[src/rtl/core/hmr_pkg.sv]
package hmr_pkg;

   localparam int LenWidth = 13;
   localparam int CmdWidth = 7;
   localparam int ChanWidth = 32;

   localparam logic [LenWidth-1:0] CapacityReset = 13'd7609;
   localparam logic [CmdWidth-1:0] KeepaliveReset = 7'd59;

   localparam logic OpArm = 1'b0;
   localparam logic OpByte = 1'b1;

   localparam logic [2:0] ErrNone = 3'd0;
   localparam logic [2:0] ErrCommand = 3'd1;
   localparam logic [2:0] ErrMaximum = 3'd2;
   localparam logic [2:0] ErrCapacity = 3'd3;
   localparam logic [2:0] ErrChannel = 3'd4;
   localparam logic [2:0] ErrSequence = 3'd5;

   localparam logic [1:0] RegChannelId = 2'd0;
   localparam logic [1:0] RegExpectedCommand = 2'd1;
   localparam logic [1:0] RegResponseCapacity = 2'd2;
   localparam logic [1:0] RegKeepaliveCommand = 2'd3;

   typedef enum logic [2:0] {
      PhIdle,
      PhWait,
      PhInit,
      PhCont,
      PhDone,
      PhFail
   } phase_type;

   typedef struct packed {
      logic [ChanWidth-1:0] channel_id;
      logic [CmdWidth-1:0]  expected_command;
      logic [LenWidth-1:0]  response_capacity;
      logic [CmdWidth-1:0]  keepalive_command;
   } cfg_type;

   typedef struct packed {
      logic [7:0]          payload_byte;
      logic                payload_valid;
      logic                last_byte;
      logic                done_res;
      logic                failed;
      logic [2:0]          error_code;
      logic [LenWidth-1:0] message_length;
   } result_type;

endpackage

[src/rtl/core/hmr_req_if.sv]
interface hmr_req_if;
   logic       valid;
   logic       ready;
   logic       opcode;
   logic [7:0] rx_byte;

   modport source (output valid, output opcode, output rx_byte, input ready);
   modport sink (input valid, input opcode, input rx_byte, output ready);
endinterface

[src/rtl/core/hmr_rsp_if.sv]
interface hmr_rsp_if;
   logic        valid;
   logic        ready;
   logic [7:0]  payload_byte;
   logic        payload_valid;
   logic        last_byte;
   logic        done_res;
   logic        failed;
   logic [2:0]  error_code;
   logic [12:0] message_length;

   modport source (
      output valid, output payload_byte, output payload_valid, output last_byte,
      output done_res, output failed, output error_code, output message_length,
      input ready
   );
   modport sink (
      input valid, input payload_byte, input payload_valid, input last_byte,
      input done_res, input failed, input error_code, input message_length,
      output ready
   );
endinterface

[src/rtl/core/hmr_csr.sv]
module hmr_csr (
   input  logic             clock,
   input  logic             reset,
   input  logic             psel,
   input  logic             penable,
   input  logic             pwrite,
   input  logic [3:0]       paddr,
   input  logic [31:0]      pwdata,
   output logic [31:0]      prdata,
   output hmr_pkg::cfg_type cfg
);
   import hmr_pkg::*;

   cfg_type    cfg_ff;
   cfg_type    cfg_in;
   logic       wr_en;
   logic [1:0] reg_index;

   assign wr_en = psel & penable & pwrite;
   assign reg_index = paddr[3:2];

   always_comb begin
      cfg_in = cfg_ff;
      if (wr_en) begin
         unique case (reg_index)
            RegChannelId:        cfg_in.channel_id = pwdata;
            RegExpectedCommand:  cfg_in.expected_command = pwdata[CmdWidth-1:0];
            RegResponseCapacity: cfg_in.response_capacity = pwdata[LenWidth-1:0];
            RegKeepaliveCommand: cfg_in.keepalive_command = pwdata[CmdWidth-1:0];
         endcase
      end
   end

   always_ff @(posedge clock) begin
      if (reset) begin
         cfg_ff.channel_id <= '0;
         cfg_ff.expected_command <= '0;
         cfg_ff.response_capacity <= CapacityReset;
         cfg_ff.keepalive_command <= KeepaliveReset;
      end else begin
         cfg_ff <= cfg_in;
      end
   end

   always_comb begin
      unique case (reg_index)
         RegChannelId:        prdata = cfg_ff.channel_id;
         RegExpectedCommand:  prdata = {25'd0, cfg_ff.expected_command};
         RegResponseCapacity: prdata = {19'd0, cfg_ff.response_capacity};
         RegKeepaliveCommand: prdata = {25'd0, cfg_ff.keepalive_command};
      endcase
   end

   assign cfg = cfg_ff;

endmodule

[src/rtl/core/hmr_core.sv]
module hmr_core #(
   parameter int PACKET_BYTES = 64,
   parameter int MAX_MESSAGE = 7609
) (
   input  logic                clock,
   input  logic                reset,
   input  logic                beat,
   input  logic                opcode,
   input  logic [7:0]          rx_byte,
   input  hmr_pkg::cfg_type    cfg,
   output hmr_pkg::result_type result
);
   import hmr_pkg::*;

   localparam int PosWidth = $clog2(PACKET_BYTES);
   localparam logic [PosWidth-1:0] LastPos = PosWidth'(PACKET_BYTES - 1);
   localparam logic [PosWidth-1:0] PosCommand = PosWidth'(4);
   localparam logic [PosWidth-1:0] PosLenHigh = PosWidth'(5);
   localparam logic [PosWidth-1:0] PosLenLow = PosWidth'(6);
   localparam logic [PosWidth-1:0] PosInitData = PosWidth'(7);
   localparam logic [15:0] MaxLen = 16'(MAX_MESSAGE);

   phase_type            phase_ff, phase_in;
   logic [PosWidth-1:0]  pos_ff, pos_in;
   logic [ChanWidth-1:0] chan_ff, chan_in;
   logic [CmdWidth-1:0]  cmd_ff, cmd_in;
   logic [7:0]           len_high_ff, len_high_in;
   logic [LenWidth-1:0]  exp_len_ff, exp_len_in;
   logic [LenWidth-1:0]  copied_ff, copied_in;
   logic [7:0]           seq_ff, seq_in;
   logic                 skip_ff, skip_in;
   logic [15:0]          len16;
   logic [LenWidth-1:0]  copied_inc;
   logic                 active;

   assign len16 = {len_high_ff, rx_byte};
   assign copied_inc = copied_ff + LenWidth'(1);
   assign active = (phase_ff == PhWait) || (phase_ff == PhInit) || (phase_ff == PhCont);

   always_comb begin
      phase_in = phase_ff;
      pos_in = pos_ff;
      chan_in = chan_ff;
      cmd_in = cmd_ff;
      len_high_in = len_high_ff;
      exp_len_in = exp_len_ff;
      copied_in = copied_ff;
      seq_in = seq_ff;
      skip_in = skip_ff;
      result = '0;
      if (opcode == OpArm) begin
         phase_in = PhWait;
         pos_in = '0;
         chan_in = '0;
         cmd_in = '0;
         len_high_in = '0;
         exp_len_in = '0;
         copied_in = '0;
         seq_in = '0;
         skip_in = 1'b0;
      end else if (active) begin
         if (pos_ff < PosCommand) begin
            chan_in = {chan_ff[ChanWidth-9:0], rx_byte};
         end else if (phase_ff == PhWait && !skip_ff) begin
            if (pos_ff == PosCommand) begin
               cmd_in = rx_byte[CmdWidth-1:0];
               if (!rx_byte[7] || chan_ff != cfg.channel_id ||
                   rx_byte[CmdWidth-1:0] == cfg.keepalive_command) begin
                  skip_in = 1'b1;
               end
            end else if (pos_ff == PosLenHigh) begin
               len_high_in = rx_byte;
            end else if (pos_ff == PosLenLow) begin
               priority if (cmd_ff != cfg.expected_command) begin
                  phase_in = PhFail;
                  result.failed = 1'b1;
                  result.error_code = ErrCommand;
               end else if (len16 > MaxLen) begin
                  phase_in = PhFail;
                  result.failed = 1'b1;
                  result.error_code = ErrMaximum;
               end else if (len16 > {3'd0, cfg.response_capacity}) begin
                  phase_in = PhFail;
                  result.failed = 1'b1;
                  result.error_code = ErrCapacity;
               end else begin
                  exp_len_in = len16[LenWidth-1:0];
                  copied_in = '0;
                  if (len16 == 16'd0) begin
                     result.last_byte = 1'b1;
                     result.done_res = 1'b1;
                     phase_in = PhDone;
                  end else begin
                     phase_in = PhInit;
                  end
               end
            end
         end else if ((phase_ff == PhInit && pos_ff >= PosInitData) ||
                      (phase_ff == PhCont && pos_ff > PosCommand)) begin
            result.payload_byte = rx_byte;
            result.payload_valid = 1'b1;
            copied_in = copied_inc;
            if (copied_inc >= exp_len_ff) begin
               result.last_byte = 1'b1;
               result.done_res = 1'b1;
               result.message_length = exp_len_ff;
               phase_in = PhDone;
            end
         end else if (phase_ff == PhCont && pos_ff == PosCommand) begin
            priority if (chan_ff != cfg.channel_id) begin
               phase_in = PhFail;
               result.failed = 1'b1;
               result.error_code = ErrChannel;
            end else if (rx_byte != seq_ff) begin
               phase_in = PhFail;
               result.failed = 1'b1;
               result.error_code = ErrSequence;
            end else begin
               seq_in = seq_ff + 8'd1;
            end
         end
         if (pos_ff == LastPos) begin
            pos_in = '0;
            skip_in = 1'b0;
            chan_in = '0;
            if (phase_in == PhInit) begin
               phase_in = PhCont;
            end
         end else begin
            pos_in = pos_ff + PosWidth'(1);
         end
      end
   end

   always_ff @(posedge clock) begin
      if (reset) begin
         phase_ff <= PhIdle;
         pos_ff <= '0;
         chan_ff <= '0;
         cmd_ff <= '0;
         len_high_ff <= '0;
         exp_len_ff <= '0;
         copied_ff <= '0;
         seq_ff <= '0;
         skip_ff <= 1'b0;
      end else if (beat) begin
         phase_ff <= phase_in;
         pos_ff <= pos_in;
         chan_ff <= chan_in;
         cmd_ff <= cmd_in;
         len_high_ff <= len_high_in;
         exp_len_ff <= exp_len_in;
         copied_ff <= copied_in;
         seq_ff <= seq_in;
         skip_ff <= skip_in;
      end
   end

`ifndef ASSERT_OFF
   a_done_phase: assert property (@(posedge clock) disable iff (reset)
      beat && result.done_res |=> phase_ff == PhDone)
      else $error("completion did not move to done");
   a_fail_phase: assert property (@(posedge clock) disable iff (reset)
      beat && result.failed |=> phase_ff == PhFail && $past(result.error_code) != ErrNone)
      else $error("failure without code or fail phase");
   a_copied_bound: assert property (@(posedge clock) disable iff (reset)
      phase_ff == PhInit || phase_ff == PhCont |-> copied_ff < exp_len_ff)
      else $error("copied count passed announced length");
   a_pos_bound: assert property (@(posedge clock) disable iff (reset)
      pos_ff <= LastPos)
      else $error("byte position beyond packet");
`endif

endmodule

[src/rtl/core/hmr_out_reg.sv]
module hmr_out_reg (
   input  logic                clock,
   input  logic                reset,
   input  logic                in_valid,
   input  hmr_pkg::result_type in_result,
   output logic                in_ready,
   output logic                out_valid,
   output hmr_pkg::result_type out_result,
   input  logic                out_ready
);
   import hmr_pkg::*;

   logic       valid_ff, valid_in;
   result_type data_ff;

   assign in_ready = !valid_ff || out_ready;
   assign valid_in = in_valid || (valid_ff && !out_ready);

   always_ff @(posedge clock) begin
      if (reset) begin
         valid_ff <= 1'b0;
      end else begin
         valid_ff <= valid_in;
      end
   end

   always_ff @(posedge clock) begin
      if (in_valid && in_ready) begin
         data_ff <= in_result;
      end
   end

   assign out_valid = valid_ff;
   assign out_result = data_ff;

endmodule

[src/rtl/core/hid_message_reassembler.sv]
// Rebuilds one HID message from report bytes, one byte per req beat, at a packet
// size of PACKET_BYTES. A beat with opcode 0 arms reception; bytes then wait for an
// initial packet on channel_id that is not a keepalive, check command and length,
// and stream payload bytes out, one rsp beat per req beat. The state update and result
// logic sit between the state registers and a single output register, so a new beat is
// taken each cycle unless a held result is stalled by rsp ready. Configure registers
// over the csr port only while idle.
module hid_message_reassembler #(
   parameter int PACKET_BYTES = 64,
   parameter int MAX_MESSAGE = 7609
) (
   input  logic        clock,
   input  logic        reset,
   hmr_req_if.sink     req_bus,
   hmr_rsp_if.source   rsp_bus,
   input  logic        csr_psel,
   input  logic        csr_penable,
   input  logic        csr_pwrite,
   input  logic [3:0]  csr_paddr,
   input  logic [31:0] csr_pwdata,
   output logic [31:0] csr_prdata,
   output logic        csr_pready
);
   import hmr_pkg::*;

   cfg_type    cfg;
   result_type core_result;
   result_type out_result;
   logic       beat;
   logic       in_ready;

   assign csr_pready = 1'b1;
   assign req_bus.ready = in_ready;
   assign beat = req_bus.valid && in_ready;

   hmr_csr u_csr (
      .clock   (clock),
      .reset   (reset),
      .psel    (csr_psel),
      .penable (csr_penable),
      .pwrite  (csr_pwrite),
      .paddr   (csr_paddr),
      .pwdata  (csr_pwdata),
      .prdata  (csr_prdata),
      .cfg     (cfg)
   );

   hmr_core #(
      .PACKET_BYTES (PACKET_BYTES),
      .MAX_MESSAGE  (MAX_MESSAGE)
   ) u_core (
      .clock   (clock),
      .reset   (reset),
      .beat    (beat),
      .opcode  (req_bus.opcode),
      .rx_byte (req_bus.rx_byte),
      .cfg     (cfg),
      .result  (core_result)
   );

   hmr_out_reg u_out (
      .clock      (clock),
      .reset      (reset),
      .in_valid   (req_bus.valid),
      .in_result  (core_result),
      .in_ready   (in_ready),
      .out_valid  (rsp_bus.valid),
      .out_result (out_result),
      .out_ready  (rsp_bus.ready)
   );

   assign rsp_bus.payload_byte = out_result.payload_byte;
   assign rsp_bus.payload_valid = out_result.payload_valid;
   assign rsp_bus.last_byte = out_result.last_byte;
   assign rsp_bus.done_res = out_result.done_res;
   assign rsp_bus.failed = out_result.failed;
   assign rsp_bus.error_code = out_result.error_code;
   assign rsp_bus.message_length = out_result.message_length;

endmodule
[src/flat_wrapper.sv]
// flat-port wrapper written by rule: the top's interface ports become plain ports
module hid_message_reassembler_flat import hmr_pkg::*;
#(
   parameter int PACKET_BYTES = 64,
   parameter int MAX_MESSAGE = 7609
)
  (clock, reset, csr_psel, csr_penable, csr_pwrite, csr_paddr, csr_pwdata, csr_prdata, csr_pready, req_bus_valid, req_bus_opcode, req_bus_rx_byte, req_bus_ready, rsp_bus_valid, rsp_bus_payload_byte, rsp_bus_payload_valid, rsp_bus_last_byte, rsp_bus_done_res, rsp_bus_failed, rsp_bus_error_code, rsp_bus_message_length, rsp_bus_ready);
  hmr_req_if req_bus_i ();
  hmr_rsp_if rsp_bus_i ();
  input  logic clock;
  input  logic reset;
  input  logic csr_psel;
  input  logic csr_penable;
  input  logic csr_pwrite;
  input  logic [3:0] csr_paddr;
  input  logic [31:0] csr_pwdata;
  output logic [31:0] csr_prdata;
  output logic csr_pready;
  input wire logic [$bits(req_bus_i.valid)-1:0] req_bus_valid;
  input wire logic [$bits(req_bus_i.opcode)-1:0] req_bus_opcode;
  input wire logic [$bits(req_bus_i.rx_byte)-1:0] req_bus_rx_byte;
  output wire logic [$bits(req_bus_i.ready)-1:0] req_bus_ready;
  output wire logic [$bits(rsp_bus_i.valid)-1:0] rsp_bus_valid;
  output wire logic [$bits(rsp_bus_i.payload_byte)-1:0] rsp_bus_payload_byte;
  output wire logic [$bits(rsp_bus_i.payload_valid)-1:0] rsp_bus_payload_valid;
  output wire logic [$bits(rsp_bus_i.last_byte)-1:0] rsp_bus_last_byte;
  output wire logic [$bits(rsp_bus_i.done_res)-1:0] rsp_bus_done_res;
  output wire logic [$bits(rsp_bus_i.failed)-1:0] rsp_bus_failed;
  output wire logic [$bits(rsp_bus_i.error_code)-1:0] rsp_bus_error_code;
  output wire logic [$bits(rsp_bus_i.message_length)-1:0] rsp_bus_message_length;
  input wire logic [$bits(rsp_bus_i.ready)-1:0] rsp_bus_ready;
  assign req_bus_i.valid = req_bus_valid;
  assign req_bus_i.opcode = req_bus_opcode;
  assign req_bus_i.rx_byte = req_bus_rx_byte;
  assign req_bus_ready = req_bus_i.ready;
  assign rsp_bus_valid = rsp_bus_i.valid;
  assign rsp_bus_payload_byte = rsp_bus_i.payload_byte;
  assign rsp_bus_payload_valid = rsp_bus_i.payload_valid;
  assign rsp_bus_last_byte = rsp_bus_i.last_byte;
  assign rsp_bus_done_res = rsp_bus_i.done_res;
  assign rsp_bus_failed = rsp_bus_i.failed;
  assign rsp_bus_error_code = rsp_bus_i.error_code;
  assign rsp_bus_message_length = rsp_bus_i.message_length;
  assign rsp_bus_i.ready = rsp_bus_ready;
  hid_message_reassembler #(.PACKET_BYTES(PACKET_BYTES), .MAX_MESSAGE(MAX_MESSAGE)) u_core (.clock(clock), .reset(reset), .req_bus(req_bus_i), .rsp_bus(rsp_bus_i), .csr_psel(csr_psel), .csr_penable(csr_penable), .csr_pwrite(csr_pwrite), .csr_paddr(csr_paddr), .csr_pwdata(csr_pwdata), .csr_prdata(csr_prdata), .csr_pready(csr_pready));
endmodule
[config.mk]
export PLATFORM = sky130hd
export DESIGN_NAME = hid_message_reassembler_flat
export DESIGN_NICKNAME = d
export VERILOG_FILES = /design/src/rtl/core/hmr_pkg.sv /design/src/rtl/core/hmr_req_if.sv /design/src/rtl/core/hmr_rsp_if.sv /design/src/rtl/core/hmr_csr.sv /design/src/rtl/core/hmr_core.sv /design/src/rtl/core/hmr_out_reg.sv /design/src/rtl/core/hid_message_reassembler.sv /design/src/flat_wrapper.sv
export SDC_FILE = /design/constraint.sdc
export NUM_CORES = 1
export LEC_CHECK = 0
export BUFFER_PORTS_ARGS = -buffer_cell sky130_fd_sc_hd__buf_2
export CAP_MARGIN = 20
export CORE_ASPECT_RATIO = 0.7
export CORE_UTILIZATION = 40
export DETAILED_ROUTE_END_ITERATION = 10
export MAX_ROUTING_LAYER = met4
export PLACE_DENSITY = 0.68
export RECOVER_POWER = 100
export SETUP_SLACK_MARGIN = 0.1
export SYNTH_ARGS = -nofsm -noshare
export SYNTH_HDL_FRONTEND = slang
export SYNTH_SLANG_ARGS = --single-unit
[constraint.sdc]
create_clock -name clock -period 7.18 [get_ports clock]
set_input_delay 1.077 -clock clock [delete_from_list [all_inputs] [get_ports clock]]
set_output_delay 1.077 -clock clock [all_outputs]
set_load 0.02 [all_outputs]
Yosys cells after proc, flatten, opt, wreduce, memory -nomap -nowiden
Cells that the tools add are included.

Register bits: 179. Output and inout port bits: 63. Logic and storage cells: 206.

Add/subtract/negate cells: 3. $lt $le $gt $ge: 6. Equality and inequality tests: 43. Multiplexer cells: 92. Bitwise operators: 6. Reductions and logical operators: 35.

Operators with widths (count): $mux 13 (21); $mux 32 (4); $pmux 32 s4 (1); $mux 8 (14); $mux 3 (21); $mux 6 (7); $mux 7 (5); $ne 32x32->1 (1); $mux 4 (7); $ne 2x2->1 const B (10); $reduce_and 10->1 (2); $eq 6x3->1 const B (3); $gt 16x13->1 (1); $gt 16x13->1 const B (1); $logic_not 16->1 (1); $ne 3x1->1 const B (5); $ne 3x3->1 const B (5); $add 13x1->13 const B (1); $ge 13x13->1 (1); $ne 2x1->1 const B (6); $reduce_and 6->1 (2); $mux 2 (5); $reduce_and 2->1 (5); $eq 3x2->1 const B (3); other kinds (27) (53).

Depth between registers and ports, before layout
Word-level depth: 17. Depth in mapped cells: 16. Gate-level depth less buffers: 16.

Cells and area by module
A second synthesis with hierarchy kept.

Cells, all modules: 1001. Area, all modules: 9265.1 um^2.

By module, submodules not included: hmr_core (times used 1, cells an instance 671, area each 5491.5 um^2); hmr_csr (times used 1, cells an instance 294, area each 2860.2 um^2); hmr_out_reg (times used 1, cells an instance 33, area each 895.9 um^2); hid_message_reassembler (times used 1, cells an instance 3, area each 17.5 um^2).

Worst setup path before layout
Ideal clock, no wire load.

Path kind: reg-to-reg. From: register u_core.u_core.copied_ff[0]. To: register u_core.u_core.phase_ff[0]. Data arrival time: 3.455 ns. Data required time: 7.027 ns. Setup slack: 3.572 ns. Cell stages (with the launch flop): 16. Path buffers: 0. Clock period less this slack: 3.608 ns. Cells stage by stage: dfxtp_1 ha_1 nand3_1 nor2_1 and3_1 and3_1 nand3_1 xnor2_1 ha_1 nand2_1 or4_1 o21ai_0 nand2_1 a41oi_1 nand3b_1 a41oi_1.

Word-level cells in the longest chain between the ends: 13.

Ends and longest elaborated chain: start: declaration (line hmr_core.sv:29) `logic [LenWidth-1:0] copied_ff, copied_in;`; start signal: assignment (line hmr_core.sv:153) `copied_ff <= copied_in;`; $add 13x1->13 * (line hmr_core.sv:37) `assign copied_inc = copied_ff + LenWidth'(1);`; $ge 13x13->1 * (line hmr_core.sv:103) `if (copied_inc >= exp_len_ff) begin`; $mux 3 * (line hmr_core.sv:103); $mux 3 * (line hmr_core.sv:98) `end else if ((phase_ff == PhInit && pos_ff >= PosInitData) ||`; $mux 3 * (line hmr_core.sv:64) `end else if (phase_ff == PhWait && !skip_ff) begin`; $mux 3 * (line hmr_core.sv:62) `if (pos_ff < PosCommand) begin`; $mux 3 * (line hmr_core.sv:61) `end else if (active) begin`; $mux 3 * (line hmr_core.sv:51) `if (opcode == OpArm) begin`; $eq 3x2->1 (line hmr_core.sv:126) `if (phase_in == PhInit) begin`; $mux 3 (line hmr_core.sv:126); $mux 3 * (line hmr_core.sv:122) `if (pos_ff == LastPos) begin`; $mux 3 * (line hmr_core.sv:61); $mux 3 * (line hmr_core.sv:51); end signal: assignment (line hmr_core.sv:137) `phase_ff <= PhIdle;`; end signal: assignment (line hmr_core.sv:147) `phase_ff <= phase_in;`; end: declaration (line hmr_core.sv:23) `phase_type phase_ff, phase_in;`.

Mark *: on every way between the ends. The rest lies on a longest branch, timed or not. The select of a mux whose other input is x is not followed. A chain may end at the register's enable or synchronous reset.

Worst setup path in the final report
From: input port req_bus_opcode. To: register u_core.u_core.chan_ff[4].

Word-level cells in the longest chain between the ends: 2.

Ends and longest elaborated chain: start: declaration (line flat_wrapper.sv:20) `input wire logic [$bits(req_bus_i.opcode)-1:0] req_bus_opcode;`; $ne 3x1->1 (no source line) / $ne 2x1->1 (equally long branches); $reduce_and 3->1 (no source line); end signal: assignment (line hmr_core.sv:149) `chan_ff <= chan_in;`; end: declaration (line hmr_core.sv:25) `logic [ChanWidth-1:0] chan_ff, chan_in;`.

Parallel ways exist; a longest one is shown, timed or not.

==> flow_summary.html <==
<table>
<tr><th>Metric</th><th>Value</th></tr>
<tr><th colspan="2">Cells and area</th></tr>
<tr><td>Number of inserted filler cells in the final layout</td><td>around 2200</td></tr>
<tr><td>Register area</td><td>between 3000 and 4000 µm²</td></tr>
<tr><td>Final Util</td><td>a little under half</td></tr>
<tr><td>Nets</td><td>1178</td></tr>
<tr><td>Total area of multi-input combinational cells</td><td>about 4700 µm²</td></tr>
<tr><td>Antenna diode count</td><td>0</td></tr>
<tr><td>Fraction of final layout cells with drive strength greater than 1</td><td>a little under a tenth</td></tr>
<tr><td>Area growth, synth to finish</td><td>14.2%</td></tr>
<tr><td>Final std cell area, no fill</td><td>between 10000 and 15000 µm²</td></tr>
<tr><th colspan="2">Yosys</th></tr>
<tr><td>Post-synth top cells</td><td>151 x sky130_fd_sc_hd__dfxtp_1, 130 x sky130_fd_sc_hd__nand2_1, 100 x sky130_fd_sc_hd__nor2_1</td></tr>
<tr><td>Share of the synthesized area in the top cell type</td><td>33.9%</td></tr>
<tr><td>Post-synthesis net count</td><td>roughly 1100</td></tr>
<tr><td>Primary FF master, synth</td><td>sky130_fd_sc_hd__dfxtp_1</td></tr>
<tr><td>Cell type with the largest total area after synthesis</td><td>sky130_fd_sc_hd__dfxtp_1</td></tr>
<tr><td>Distinct cells, synth</td><td>58</td></tr>
<tr><td>Compound-cell area share of the yosys netlist</td><td>between 10% and 20%</td></tr>
<tr><td>Dominant combinational cell family by area after synthesis</td><td>simple AND/OR/NAND/NOR gates</td></tr>
<tr><td>Cell area after synthesis</td><td>~8900 µm²</td></tr>
<tr><td>Share of synthesized area spent on multiplexers</td><td>6.85%</td></tr>
<tr><td>Avg Inst Size Synth</td><td>8.81 µm²</td></tr>
<tr><td>Post-Synth Simple-Gate Area</td><td>a little over a fifth</td></tr>
<tr><td>Most common cell in the synthesized netlist</td><td>sky130_fd_sc_hd__dfxtp_1</td></tr>
<tr><td>Number of warning messages in the yosys log</td><td>0</td></tr>
<tr><td>Number of instances in the synthesized netlist</td><td>about 1000</td></tr>
<tr><td>Synthesized-area fraction occupied by xor and xnor cells</td><td>under 10%</td></tr>
<tr><td>Portion of the post-synthesis area used by sequential elements</td><td>a little over two fifths</td></tr>
<tr><td>Post-synthesis adder-cell area fraction</td><td>about 4.5%</td></tr>
<tr><td>Area contributors post-synth</td><td>sky130_fd_sc_hd__dfxtp_1 34%, sky130_fd_sc_hd__edfxtp_1 9.1%, sky130_fd_sc_hd__a21oi_1 5.5%</td></tr>
<tr><td>Post-synthesis async set-or-reset flop share</td><td>0%</td></tr>
<tr><td>Number of enable flip-flop cells after synthesis</td><td>27</td></tr>
<tr><td>Flip-flop and latch count after synthesis</td><td>around 180</td></tr>
<tr><th colspan="2">Routing</th></tr>
<tr><td>Via Count</td><td>7523</td></tr>
<tr><td>Via count normalized by instance count</td><td>5.42</td></tr>
<tr><td>Final WL</td><td>about 24000 µm</td></tr>
<tr><td>Remaining DRCs</td><td>0</td></tr>
<tr><td>Number of nets with antenna violations after detailed routing</td><td>0</td></tr>
<tr><td>Routed length per placed instance</td><td>between 15 and 20 µm</td></tr>
<tr><td>Iteration-0 DRC Markers</td><td>780</td></tr>
<tr><td>Detailed-routing iteration count for the pre-antenna-repair pass</td><td>7</td></tr>
<tr><th colspan="2">Status</th></tr>
<tr><td>Result of the run</td><td>complete, but fails checks</td></tr>
<tr><td>Failing checks</td><td>capacitance limit, slew limit</td></tr>
<tr><th colspan="2">Floorplan</th></tr>
<tr><td>Row count</td><td>45</td></tr>
<tr><td>Die Ht</td><td>~130 µm</td></tr>
<tr><td>Initial core utilization</td><td>roughly 41%</td></tr>
<tr><td>Number of placed I/O pins</td><td>115</td></tr>
<tr><td>Core Footprint</td><td>21700 µm²</td></tr>
<tr><td>Die X</td><td>between 150 and 200 µm</td></tr>
<tr><td>Full die area</td><td>between 20000 and 25000 µm²</td></tr>
<tr><th colspan="2">Hold path</th></tr>
<tr><td>Hold Crit Start</td><td>u_core.u_core.chan_ff[29]</td></tr>
<tr><td>Path class of the lowest-slack min-delay path</td><td>flip-flop to flip-flop</td></tr>
<tr><td>Cell count of the worst hold path</td><td>2</td></tr>
<tr><td>Worst-case hold path end point</td><td>u_core.u_core.chan_ff[29]</td></tr>
<tr><th colspan="2">Setup path</th></tr>
<tr><td>Critical Path, Cell by Cell</td><td>clkbuf_1 &gt; inv_1 &gt; nor2_1 &gt; clkbuf_1 &gt; nand2_1 &gt; nand2_1 &gt; clkbuf_1 &gt; nor3b_1 &gt; a21oi_1 &gt; nor2_1</td></tr>
<tr><td>Critical Path Sink Type</td><td>flip-flop</td></tr>
<tr><td>Highest cell delay on the worst timing path</td><td>approximately 1300 ps</td></tr>
<tr><td>Worst setup path category</td><td>input pin to flip-flop</td></tr>
<tr><td>Critical Path Fanout Max</td><td>39</td></tr>
<tr><td>Worst path most repeated cell</td><td>sky130_fd_sc_hd__clkbuf_1</td></tr>
<tr><td>Critical path required time</td><td>about 7400 ps</td></tr>
<tr><td>Worst Path Arrival</td><td>5370 ps</td></tr>
<tr><td>Slowest library cell on the worst path</td><td>sky130_fd_sc_hd__clkbuf_1</td></tr>
<tr><td>Cell family with the largest share of critical-path delay</td><td>buffers and inverters</td></tr>
<tr><td>Worst reg2reg path endpoint</td><td>u_core.u_core.phase_ff[1]</td></tr>
<tr><td>Startpoint of the worst-slack reg-to-reg timing path</td><td>u_core.u_core.copied_ff[0]</td></tr>
<tr><td>R2r setup slk</td><td>roughly 2700 ps</td></tr>
<tr><td>Number of cells on the worst reg-to-reg path</td><td>16</td></tr>
<tr><td>Kind of start point of the critical path</td><td>input pin</td></tr>
<tr><td>Critical path buffer and inverter count</td><td>4</td></tr>
<tr><th colspan="2">Timing</th></tr>
<tr><td>Layout Skew</td><td>roughly 10 ps</td></tr>
<tr><td>Tightest hold margin</td><td>464 ps</td></tr>
<tr><td># setup viols final</td><td>0</td></tr>
<tr><td>Share of the cycle needed by the critical path after routing</td><td>between 70% and 80%</td></tr>
<tr><td>Measured slew at the worst slew-check pin</td><td>around 2700 ps</td></tr>
<tr><td>Fin worst setup slack</td><td>2040 ps</td></tr>
<tr><td>Post-Route Setup TNS</td><td>0 ps</td></tr>
<tr><td>Max_slew headroom</td><td>-77.0%</td></tr>
<tr><td>Max-slew violations</td><td>between 150 and 200</td></tr>
<tr><td>Max Clk Rate</td><td>approximately 190 MHz</td></tr>
<tr><td>Minimum clock period</td><td>roughly 5100 ps</td></tr>
<tr><td>RSZ-0062 raised after global routing</td><td>no</td></tr>
<tr><td>Final hold vios</td><td>0</td></tr>
<tr><th colspan="2">Placement</th></tr>
<tr><td>Number of port buffers</td><td>about 110</td></tr>
<tr><td>Post-Place Cell Area</td><td>around 9700 µm²</td></tr>
<tr><td>Pre-CTS WS</td><td>3190 ps</td></tr>
<tr><td>Final HPWL from detailed placement</td><td>~17000 µm</td></tr>
<tr><td>Final weighted congestion in routability-driven placement</td><td>between 0.9 and 1</td></tr>
<tr><th colspan="2">Power and ir drop</th></tr>
<tr><td>Worst vdd ir</td><td>0.178 mV</td></tr>
<tr><td>Leak pwr</td><td>4.06 nW</td></tr>
<tr><td>Total power per unit cell area</td><td>between 200 and 250 nW/µm²</td></tr>
<tr><th colspan="2">Clock network</th></tr>
<tr><td>Clock network latency to the later pin of the worst-skew pair</td><td>between 400 and 500 ps</td></tr>
<tr><td>Number of levels in the clock H-tree</td><td>4</td></tr>
<tr><td>Number of CTS-inserted buffers</td><td>17</td></tr>
<tr><td>Root buffer selected by CTS</td><td>sky130_fd_sc_hd__clkbuf_16</td></tr>
<tr><td>Number of buffers on the longest clock path</td><td>2</td></tr>
<tr><td>Count of hold buffers inserted by post-cts repair</td><td>0</td></tr>
<tr><td>TritonCTS clock tree</td><td>yes</td></tr>
<tr><td>Number of clock sinks</td><td>178</td></tr>
<tr><td>Post-CTS Resized</td><td>0</td></tr>
<tr><td>Post-CTS setup-driven buffer insertion count</td><td>0</td></tr>
<tr><td>Clock transition at the register clock pins on the worst setup and hold paths after CTS</td><td>approximately 60 ps</td></tr>
<tr><th colspan="2">Global routing</th></tr>
<tr><td>Global router's overall resource usage</td><td>around a fifth</td></tr>
<tr><td>Antenna violations before repair</td><td>0</td></tr>
<tr><td>First-pass GRT wire length</td><td>approximately 37000 µm</td></tr>
<tr><td>Vias in the first global route</td><td>between 6000 and 7000</td></tr>
<tr><td>Total congestion overflow after global routing</td><td>0</td></tr>
<tr><td>Pin count of the biggest net entering global routing</td><td>57</td></tr>
<tr><th colspan="2">Flow run</th></tr>
<tr><td>Max Cap Viol</td><td>4</td></tr>
</table>
cells in the final DEF, fill, tap and decap left out, types with 17 or more instances in the layout:
cell type / instances
sky130_fd_sc_hd__mux2i_1: 43
sky130_fd_sc_hd__clkbuf_1: 66
sky130_fd_sc_hd__buf_2: 56
sky130_fd_sc_hd__xnor2_1: 48
sky130_fd_sc_hd__nor2_1: 100
sky130_fd_sc_hd__and3_1: 30
sky130_fd_sc_hd__and2_1: 17
sky130_fd_sc_hd__ha_1: 32
sky130_fd_sc_hd__nand3_1: 40
sky130_fd_sc_hd__a21oi_1: 97
sky130_fd_sc_hd__nand2_1: 130
sky130_fd_sc_hd__dfxtp_1: 151
sky130_fd_sc_hd__edfxtp_1: 27
sky130_fd_sc_hd__nand4_1: 25
sky130_fd_sc_hd__xor2_1: 25
sky130_fd_sc_hd__inv_1: 42
sky130_fd_sc_hd__clkbuf_16: 19
state kept, by name, indices dropped and copies added, names as in the netlist:
signal / cells
u_core.u_core.chan_ff: 32
u_core.u_core.exp_len_ff: 13
u_core.u_csr.cfg: 59
u_core.u_core.pos_ff: 6
u_core.u_core.cmd_ff: 7
u_core.u_out.out_valid: 1
u_core.u_core.phase_ff: 3
u_core.u_out.out_result: 27
u_core.u_core.len_high_ff: 8
u_core.u_core.skip_ff: 1
u_core.u_core.copied_ff: 13
u_core.u_core.seq_ff: 8
final cells by class:
type,count,share of cell area (%)
Clock inverter,8,1.45
Sequential cell,178,37.7
Tap cell,282,3.47
Multi-Input combinational cell,733,45.7
Timing Repair Buffer,122,5.37
Clock buffer,22,4.78
Inverter,42,1.55
layer usage:
metal / vias up / global-route usage (%) / wire length [µm]
met4: 0 / 5.03 / 172
li1: 3676 / - / -
met3: 15 / 4.85 / 1810
met2: 258 / 29.1 / 9650
met1: 3574 / 31.5 / 12100
met5: - / - / 0
through the flow:
step	power, mW	instances
6_report	2.24	1387
5_1_grt	2.31	1387
4_1_cts	2.26	1385
3_5_place_dp	1.25	1355
3_3_place_gp	1.24	1354
2_1_floorplan	1.18	1011
worst min-delay path, cell delays in order (launching register included):
cell and delay [ps]:
sky130_fd_sc_hd__dfxtp_1 320, sky130_fd_sc_hd__nand2_1 50, sky130_fd_sc_hd__a21oi_1 50
power breakdown:
part | switching, mW | leakage, nW | total, mW | internal [mW]
Combinational | 0.128 | 2.26 | 0.182 | 0.0536
Clock | 0.391 | 0.307 | 1.01 | 0.622
Sequential | 0.0129 | 1.49 | 1.04 | 1.03
how the worst max path moves through the flow:
stage                                          start                        end  slack [ps]  depth (start not counted)
after global placement    u_core.u_core.copied_ff[0]  u_core.u_core.phase_ff[0]        3230                         16
after global routing                  req_bus_opcode   u_core.u_core.chan_ff[0]        1570                         10
after detailed placement  u_core.u_core.copied_ff[0]  u_core.u_core.phase_ff[0]        3190                         16
after floorplan           u_core.u_core.copied_ff[0]  u_core.u_core.phase_ff[0]        3570                         15
final                                 req_bus_opcode   u_core.u_core.chan_ff[4]        2040                         10
after CTS                 u_core.u_core.copied_ff[0]  u_core.u_core.phase_ff[0]        3160                         16
logic make-up (layout without fill, tap and decap cells):
family,Yosys count,count (layout)
compound gates,173,173
xor+xnor,73,73
fa+ha+maj,32,32
buf+inv,100,194
flops,178,178
mux,52,52
other cells,1,1
simple gates,402,402
Note: power is estimated with default switching activity, not from simulation.
